--- src/kvip_pkg.sv ---
// shared types and constants for the key/value integer parser
// no dependencies; imported by every module of the block

package kvip_pkg;

   localparam int KIND_W       = 2;
   localparam int INDEX_W      = 6;
   localparam int CHAR_POS_W   = 5;
   localparam int BYTE_W       = 8;
   localparam int VALUE_W      = 32;
   localparam int COUNT_W      = 7;

   localparam logic [KIND_W-1:0] KIND_NAME_CHAR = 2'd0;
   localparam logic [KIND_W-1:0] KIND_NAME_END  = 2'd1;
   localparam logic [KIND_W-1:0] KIND_VALUE     = 2'd2;
   localparam logic [KIND_W-1:0] KIND_DONE      = 2'd3;

   localparam logic PHASE_NAME  = 1'b0;
   localparam logic PHASE_VALUE = 1'b1;

   localparam logic [1:0] NUM_SKIP   = 2'd0;
   localparam logic [1:0] NUM_DIGITS = 2'd1;
   localparam logic [1:0] NUM_STOP   = 2'd2;

   localparam logic [BYTE_W-1:0] CHAR_NUL   = 8'h00;
   localparam logic [BYTE_W-1:0] CHAR_EQ    = 8'h3d;
   localparam logic [BYTE_W-1:0] CHAR_COMMA = 8'h2c;
   localparam logic [BYTE_W-1:0] CHAR_PLUS  = 8'h2b;
   localparam logic [BYTE_W-1:0] CHAR_MINUS = 8'h2d;
   localparam logic [BYTE_W-1:0] CHAR_ZERO  = 8'h30;

   localparam logic [COUNT_W-1:0] MAX_PAIRS_RESET = 7'd8;

   typedef struct packed {
      logic [KIND_W-1:0]         kind;
      logic [INDEX_W-1:0]        pair_index;
      logic [CHAR_POS_W-1:0]     char_pos;
      logic [BYTE_W-1:0]         name_char;
      logic signed [VALUE_W-1:0] pair_value;
      logic [COUNT_W-1:0]        pair_count;
   } kvip_result_type;

endpackage

--- src/kvip_in_stage.sv ---
// input register of the parser: holds one text byte until the parse stage takes it
// depends on kvip_pkg

module kvip_in_stage (
   input  logic                      clock,
   input  logic                      reset,
   input  logic                      req_valid,
   output logic                      req_stall,
   input  logic [kvip_pkg::BYTE_W-1:0] req_text_byte,
   input  logic                      take,
   output logic                      held_valid,
   output logic [kvip_pkg::BYTE_W-1:0] held_byte
);
   import kvip_pkg::*;

   logic              valid_ff, valid_in;
   logic [BYTE_W-1:0] byte_ff, byte_in;

   assign req_stall = valid_ff && !take;

   always_comb begin
      valid_in = valid_ff;
      byte_in  = byte_ff;
      if (!req_stall) begin
         valid_in = req_valid;
         if (req_valid) begin
            byte_in = req_text_byte;
         end
      end
   end

   always_ff @(posedge clock) begin
      if (reset) begin
         valid_ff <= 1'b0;
      end else begin
         valid_ff <= valid_in;
      end
      byte_ff <= byte_in;
   end

   assign held_valid = valid_ff;
   assign held_byte  = byte_ff;

endmodule

--- src/kvip_parse.sv ---
// parse state and per-byte decision logic: name tracking, atoi accumulation, pair count
// depends on kvip_pkg

module kvip_parse #(
   parameter int NAME_MAX = 32
) (
   input  logic                        clock,
   input  logic                        reset,
   input  logic                        step,
   input  logic [kvip_pkg::BYTE_W-1:0]  text_byte,
   input  logic [kvip_pkg::COUNT_W-1:0] max_pairs,
   output logic                        res_valid,
   output kvip_pkg::kvip_result_type   res
);
   import kvip_pkg::*;

   localparam int NAME_W = (NAME_MAX > 1) ? $clog2(NAME_MAX) : 1;
   localparam logic [NAME_W-1:0] POS_LAST = NAME_W'(NAME_MAX - 1);

   logic                      phase_ff, phase_in;
   logic [COUNT_W-1:0]        count_ff, count_in;
   logic [NAME_W-1:0]         pos_ff, pos_in;
   logic [1:0]                num_ff, num_in;
   logic                      neg_ff, neg_in;
   logic [VALUE_W-1:0]        acc_ff, acc_in;

   logic [VALUE_W-1:0] digit;
   logic [VALUE_W-1:0] acc_times_ten;
   logic               is_digit;
   logic               is_blank;

   assign digit         = VALUE_W'(text_byte - CHAR_ZERO);
   assign acc_times_ten = (acc_ff << 3) + (acc_ff << 1);
   assign is_digit      = text_byte inside {[8'd48:8'd57]};
   assign is_blank      = text_byte inside {8'd32, [8'd9:8'd13]};

   always_comb begin
      phase_in  = phase_ff;
      count_in  = count_ff;
      pos_in    = pos_ff;
      num_in    = num_ff;
      neg_in    = neg_ff;
      acc_in    = acc_ff;
      res_valid = 1'b0;
      res       = '0;

      if (text_byte == CHAR_NUL) begin
         res_valid      = 1'b1;
         res.kind       = KIND_DONE;
         res.pair_count = count_ff;
         count_in       = '0;
         phase_in       = PHASE_NAME;
         pos_in         = '0;
         num_in         = NUM_SKIP;
         neg_in         = 1'b0;
         acc_in         = '0;
      end else if (count_ff >= max_pairs) begin
         res_valid = 1'b0;
      end else if (phase_ff == PHASE_NAME) begin
         res.pair_index = count_ff[INDEX_W-1:0];
         if (text_byte == CHAR_EQ) begin
            res_valid    = 1'b1;
            res.kind     = KIND_NAME_END;
            res.char_pos = CHAR_POS_W'(pos_ff);
            phase_in     = PHASE_VALUE;
            num_in       = NUM_SKIP;
            neg_in       = 1'b0;
            acc_in       = '0;
         end else if (pos_ff != POS_LAST) begin
            res_valid     = 1'b1;
            res.kind      = KIND_NAME_CHAR;
            res.char_pos  = CHAR_POS_W'(pos_ff);
            res.name_char = text_byte;
            pos_in        = pos_ff + 1'b1;
         end
      end else if (text_byte == CHAR_COMMA) begin
         res_valid      = 1'b1;
         res.kind       = KIND_VALUE;
         res.pair_index = count_ff[INDEX_W-1:0];
         res.pair_value = neg_ff ? -$signed(acc_ff) : $signed(acc_ff);
         count_in       = count_ff + 1'b1;
         phase_in       = PHASE_NAME;
         pos_in         = '0;
         num_in         = NUM_SKIP;
         neg_in         = 1'b0;
         acc_in         = '0;
      end else begin
         case (num_ff)
            NUM_SKIP: begin
               if (!is_blank) begin
                  if (text_byte == CHAR_PLUS || text_byte == CHAR_MINUS) begin
                     neg_in = (text_byte == CHAR_MINUS);
                     num_in = NUM_DIGITS;
                  end else if (is_digit) begin
                     acc_in = digit;
                     num_in = NUM_DIGITS;
                  end else begin
                     num_in = NUM_STOP;
                  end
               end
            end
            NUM_DIGITS: begin
               if (is_digit) begin
                  acc_in = acc_times_ten + digit;
               end else begin
                  num_in = NUM_STOP;
               end
            end
            default: begin
               num_in = num_ff;
            end
         endcase
      end
   end

   always_ff @(posedge clock) begin
      if (reset) begin
         phase_ff <= PHASE_NAME;
         count_ff <= '0;
         pos_ff   <= '0;
         num_ff   <= NUM_SKIP;
         neg_ff   <= 1'b0;
         acc_ff   <= '0;
      end else if (step) begin
         phase_ff <= phase_in;
         count_ff <= count_in;
         pos_ff   <= pos_in;
         num_ff   <= num_in;
         neg_ff   <= neg_in;
         acc_ff   <= acc_in;
      end
   end

endmodule

--- src/key_value_integer_parser_top.sv ---
// top level of the key/value integer parser: config register, result register, wiring
// depends on kvip_pkg, kvip_in_stage and kvip_parse
//
//   channel   direction  handshake              payload
//   req_      in         req_valid / req_stall  req_text_byte
//   rsp_      out        rsp_valid / rsp_stall  rsp_kind .. rsp_pair_count
//   csr_      in         csr_wr_en              csr_wr_data (max_pairs)
//
// one byte per cycle sustained while rsp_ does not stall; a byte waits in the input
// register while the parse logic works on it, then its result (if any) sits in the
// result register.
// synchronous active-high reset clears control state and sets max_pairs to 8.
// a stall on rsp_ holds the result register and backs up into req_stall.

module key_value_integer_parser_top #(
   parameter int NAME_MAX = 32
) (
   input  logic                        clock,
   input  logic                        reset,
   input  logic                        req_valid,
   output logic                        req_stall,
   input  logic [kvip_pkg::BYTE_W-1:0]  req_text_byte,
   output logic                        rsp_valid,
   input  logic                        rsp_stall,
   output logic [kvip_pkg::KIND_W-1:0]     rsp_kind,
   output logic [kvip_pkg::INDEX_W-1:0]    rsp_pair_index,
   output logic [kvip_pkg::CHAR_POS_W-1:0] rsp_char_pos,
   output logic [kvip_pkg::BYTE_W-1:0]     rsp_name_char,
   output logic signed [kvip_pkg::VALUE_W-1:0] rsp_pair_value,
   output logic [kvip_pkg::COUNT_W-1:0]    rsp_pair_count,
   input  logic                        csr_wr_en,
   input  logic [kvip_pkg::COUNT_W-1:0] csr_wr_data
);
   import kvip_pkg::*;

   logic [COUNT_W-1:0] max_pairs_ff, max_pairs_in;
   logic               rsp_valid_ff, rsp_valid_in;
   kvip_result_type    rsp_ff, rsp_in;

   logic              held_valid;
   logic [BYTE_W-1:0] held_byte;
   logic              advance;
   logic              res_valid;
   kvip_result_type   res;

   assign advance = held_valid && (!rsp_valid_ff || !rsp_stall);

   kvip_in_stage u_in_stage (
      .clock         (clock),
      .reset         (reset),
      .req_valid     (req_valid),
      .req_stall     (req_stall),
      .req_text_byte (req_text_byte),
      .take          (advance),
      .held_valid    (held_valid),
      .held_byte     (held_byte)
   );

   kvip_parse #(
      .NAME_MAX (NAME_MAX)
   ) u_parse (
      .clock     (clock),
      .reset     (reset),
      .step      (advance),
      .text_byte (held_byte),
      .max_pairs (max_pairs_ff),
      .res_valid (res_valid),
      .res       (res)
   );

   always_comb begin
      max_pairs_in = csr_wr_en ? csr_wr_data : max_pairs_ff;
      rsp_valid_in = rsp_valid_ff && rsp_stall;
      rsp_in       = rsp_ff;
      if (advance) begin
         rsp_valid_in = res_valid;
         rsp_in       = res;
      end
   end

   always_ff @(posedge clock) begin
      if (reset) begin
         max_pairs_ff <= MAX_PAIRS_RESET;
         rsp_valid_ff <= 1'b0;
      end else begin
         max_pairs_ff <= max_pairs_in;
         rsp_valid_ff <= rsp_valid_in;
      end
      rsp_ff <= rsp_in;
   end

   assign rsp_valid      = rsp_valid_ff;
   assign rsp_kind       = rsp_ff.kind;
   assign rsp_pair_index = rsp_ff.pair_index;
   assign rsp_char_pos   = rsp_ff.char_pos;
   assign rsp_name_char  = rsp_ff.name_char;
   assign rsp_pair_value = rsp_ff.pair_value;
   assign rsp_pair_count = rsp_ff.pair_count;

endmodule

--- config.mk ---
export PLATFORM = sky130hd
export DESIGN_NAME = key_value_integer_parser_top
export DESIGN_NICKNAME = d
export VERILOG_FILES = /design/src/kvip_pkg.sv /design/src/kvip_in_stage.sv /design/src/kvip_parse.sv /design/src/key_value_integer_parser_top.sv
export SDC_FILE = /design/constraint.sdc
export NUM_CORES = 1
export LEC_CHECK = 0
export BUFFER_PORTS_ARGS = -buffer_cell sky130_fd_sc_hd__buf_2
export CAP_MARGIN = 20
export CELL_PAD_IN_SITES_DETAIL_PLACEMENT = 0
export CELL_PAD_IN_SITES_GLOBAL_PLACEMENT = 1
export CORE_ASPECT_RATIO = 0.6
export CORE_UTILIZATION = 25
export CTS_BUF_LIST = sky130_fd_sc_hd__clkbuf_16
export DETAILED_ROUTE_END_ITERATION = 7
export PLACE_DENSITY_LB_ADDON = 0.2
export SLEW_MARGIN = 30
export SYNTH_ARGS = -nofsm -noshare
export SYNTH_HDL_FRONTEND = slang
export SYNTH_SLANG_ARGS = --single-unit
--- constraint.sdc ---
create_clock -name clock -period 11.3 [get_ports clock]
set_input_delay 0.565 -clock clock [delete_from_list [all_inputs] [get_ports clock]]
set_output_delay 0.565 -clock clock [all_outputs]
set_load 0.01 [all_outputs]
==> results.py <==
metrics = {
    "cts": {
        "cts_root_buffer": "clkbuf_16",
        "cts_htree_levels": 4,
        "hold_buffers": 0,
        "clk_pin_slew_ps": 70,
        "cts_buffers": 17,
        "ctsResizeCount": 0,
        "cts.sinks": 125,
        "post_cts_buffers": 0,
        "clockBufferDepth": 2,
        "clock_latency_ps": 430,
        "cts_tree": "yes",
    },
    "routing": {
        "via_per_inst": 4.75,
        "drt-wirelength-per-cell_um": 17.8,
        "num_vias": 6734,
        "drc": 0,
        "firstDrtPassIters": 5,
        "drtAntennaViolNets": 0,
        "drt-initial-drc-count": 528,
        "routed_wl_um": 25200,
    },
    "run_status": {
        "status": "finished, final reports clean",
    },
    "synthesis": {
        "avgSynthCellArea_sq_um": 9.45,
        "syn-num-nets": 987,
        "synth_flop_cell": "edfxtp_1",
        "netlist_top_cells_area": "edfxtp_1, dfxtp_1, ha_1",
        "synth_edf_count": 68,
        "yosysTopAreaCellShare": 0.242,
        "synth_top_cell_by_area": "edfxtp_1",
        "syn_inst": 891,
        "syn-cell-area_sq_um": 8420,
        "synth_cell_types": 76,
        "ys_warn_count": 0,
        "ys_seq_area_frac": 0.378,
        "synth_async_sr_flop_share": 0,
        "ys_seq_elements": 125,
    },
    "die": {
        "core_region_area_sq_um": 32800,
        "num_rows": 51,
        "ioPinCount": 82,
        "die-area_sq_um": 34500,
        "die_w_um": 239,
        "die_y_um": 144,
        "start_util": 0.257,
    },
    "final_layout": {
        "drive_gt1_frac": 0.159,
        "finalNonFillerCells": 1418,
        "area_growth_pct": 17.2,
        "final_common_cell": "nand2_1",
        "nets": 1051,
        "diodes": 0,
        "stdcell_area_sq_um": 9870,
        "final_cell_mix": "nand2_1, nor2_1, buf_2",
    },
    "global_routing": {
        "grt.busiest_layer": "met1",
        "met3_usage": 0.0336,
        "track_usage": 0.153,
        "grtUsageMet2": 0.166,
        "gr-total-overflow": 0,
        "grt_first_pass_wirelength_um": 39400,
        "grt_pass1_vias": 6283,
        "grt_use_met1": 0.271,
        "grt_start_max_net_pins": 49,
        "antenna_found_initial": 1,
    },
    "timing": {
        "setup_slack_ps": 6990,
        "finalHoldViolations": 0,
        "grt_setup_unrepaired": "no",
        "worst_clock_skew_ps": 14.7,
        "slew_violations": 0,
        "tightest_slew_ps": 807,
        "setup_viol": 0,
        "holdWs_ps": 303,
        "fin_crit_ps": 4310,
        "fmax_mhz": 232,
        "slew_headroom": 0.462,
        "period_share": 0.382,
        "tns_ps": 0,
    },
    "setup_path": {
        "r2r.worst_path.cells": 12,
        "critPathKind": "flip-flop to flip-flop",
        "end_kind": "flip-flop",
        "worstSetupStartpointType": "flip-flop",
        "cp.required_ps": 11590,
        "cp.arrival_ps": 4600,
        "crit_fanout": 25,
    },
    "job": {
        "cap_violations": 0,
    },
    "placed_design": {
        "io_buffer_count": 81,
        "postPlaceCellArea_sq_um": 9250,
        "place_inst": 1386,
        "gp_congestion": 0.848,
        "hpwl_um": 19600,
        "pre_cts_ws_ps": 7040,
    },
    "pwr": {
        "power.leakage_nw": 4.13,
        "vdd_drop_max_mv": 0.0770,
        "powerDensity_nw_per_um2": 120,
    },
    "worst_hold_path": {
        "min_path_cells": 1,
        "hp-class": "input port to flip-flop",
    },
}
[cell usage after synthesis (20+ instances only)]
cell type	count
ha_1	47
edfxtp_1	68
xnor2_1	20
xor2_1	36
o21ai_0	48
nand2_1	103
a21oi_1	60
inv_1	35
clkbuf_1	27
and2_1	20
nor2_1	83
dfxtp_1	57
fa_1	29
[logic make-up after synthesis]
family	count (synthesis)	synth area share
AND/OR/NAND/NOR	324	0.194
AO/OA/AOI/OAI	220	0.178
flip-flops	125	0.378
buffers and inverters	78	0.0389
adder cells (fa/ha/maj)	76	0.139
XOR/XNOR	56	0.0582
multiplexers	12	0.0144
[final cells by class]
cell class,instances,area (sq um)
Multi-Input combinational cell,688,4920
Fill cell,3492,22900
Clock inverter,15,186
Clock buffer,17,425
Tap cell,450,563
Timing Repair Buffer,88,458
Inverter,35,131
Sequential cell,125,3180
[per-layer routing]
metal  part of all wire  vias up  wire (um)
met5                  0        -          0
met1               0.60     3174      15200
met4             0.0074        0        187
met2               0.32      186       8130
li1                   -     3363          -
met3              0.067       11       1680
[metrics by stage]
stage               power, mW   util
floorplan               0.574      -
global placement        0.611  0.282
detailed placement      0.610  0.282
CTS                      1.20  0.301
global route             1.23  0.301
finish                   1.19  0.301
[power by group]
| group | internal, mW | switching (mW) |
|---|---|---|
| sequential | 0.492 | 0.00869 |
| clock | 0.352 | 0.234 |
| combinational | 0.0330 | 0.0664 |
| total | 0.877 | 0.309 |
[worst max-delay path, cell delays in order, from the launching register on]
cell,delay (ps)
edfxtp_1,510
or2_1,370
nor2_2,110
buf_4,370
fa_1,500
ha_1,470
nand4_1,180
o22a_1,260
o311a_1,180
o31ai_1,490
a21oi_1,190
a2111oi_0,400
o21ai_0,120
[registers in the layout, summed over array words and instances, names as in the netlist, 6 cells and up]
register and cells:
rsp_pair_value 32, u_parse.acc_ff 32, rsp_name_char 8, u_in_stage.held_byte 8, max_pairs_ff 7, rsp_pair_count 7, u_parse.count_ff 7, rsp_pair_index 6
[path summary, 6_finish.rpt]
| check | from | to | slack, ps |
|---|---|---|---|
| max | u_in_stage.held_byte[6]$_DFFE_PP_ | u_parse.acc_ff[26]$_SDFFE_PP0P_ | 6990 |
| min | req_text_byte[3] | u_in_stage.held_byte[3]$_DFFE_PP_ | 300 |
| max reg2reg | u_in_stage.held_byte[6]$_DFFE_PP_ | u_parse.acc_ff[26]$_SDFFE_PP0P_ | 6990 |
| min reg2reg | u_parse.acc_ff[31]$_SDFFE_PP0P_ | u_parse.acc_ff[31]$_SDFFE_PP0P_ | 490 |
(Power assumes the default switching activity.)
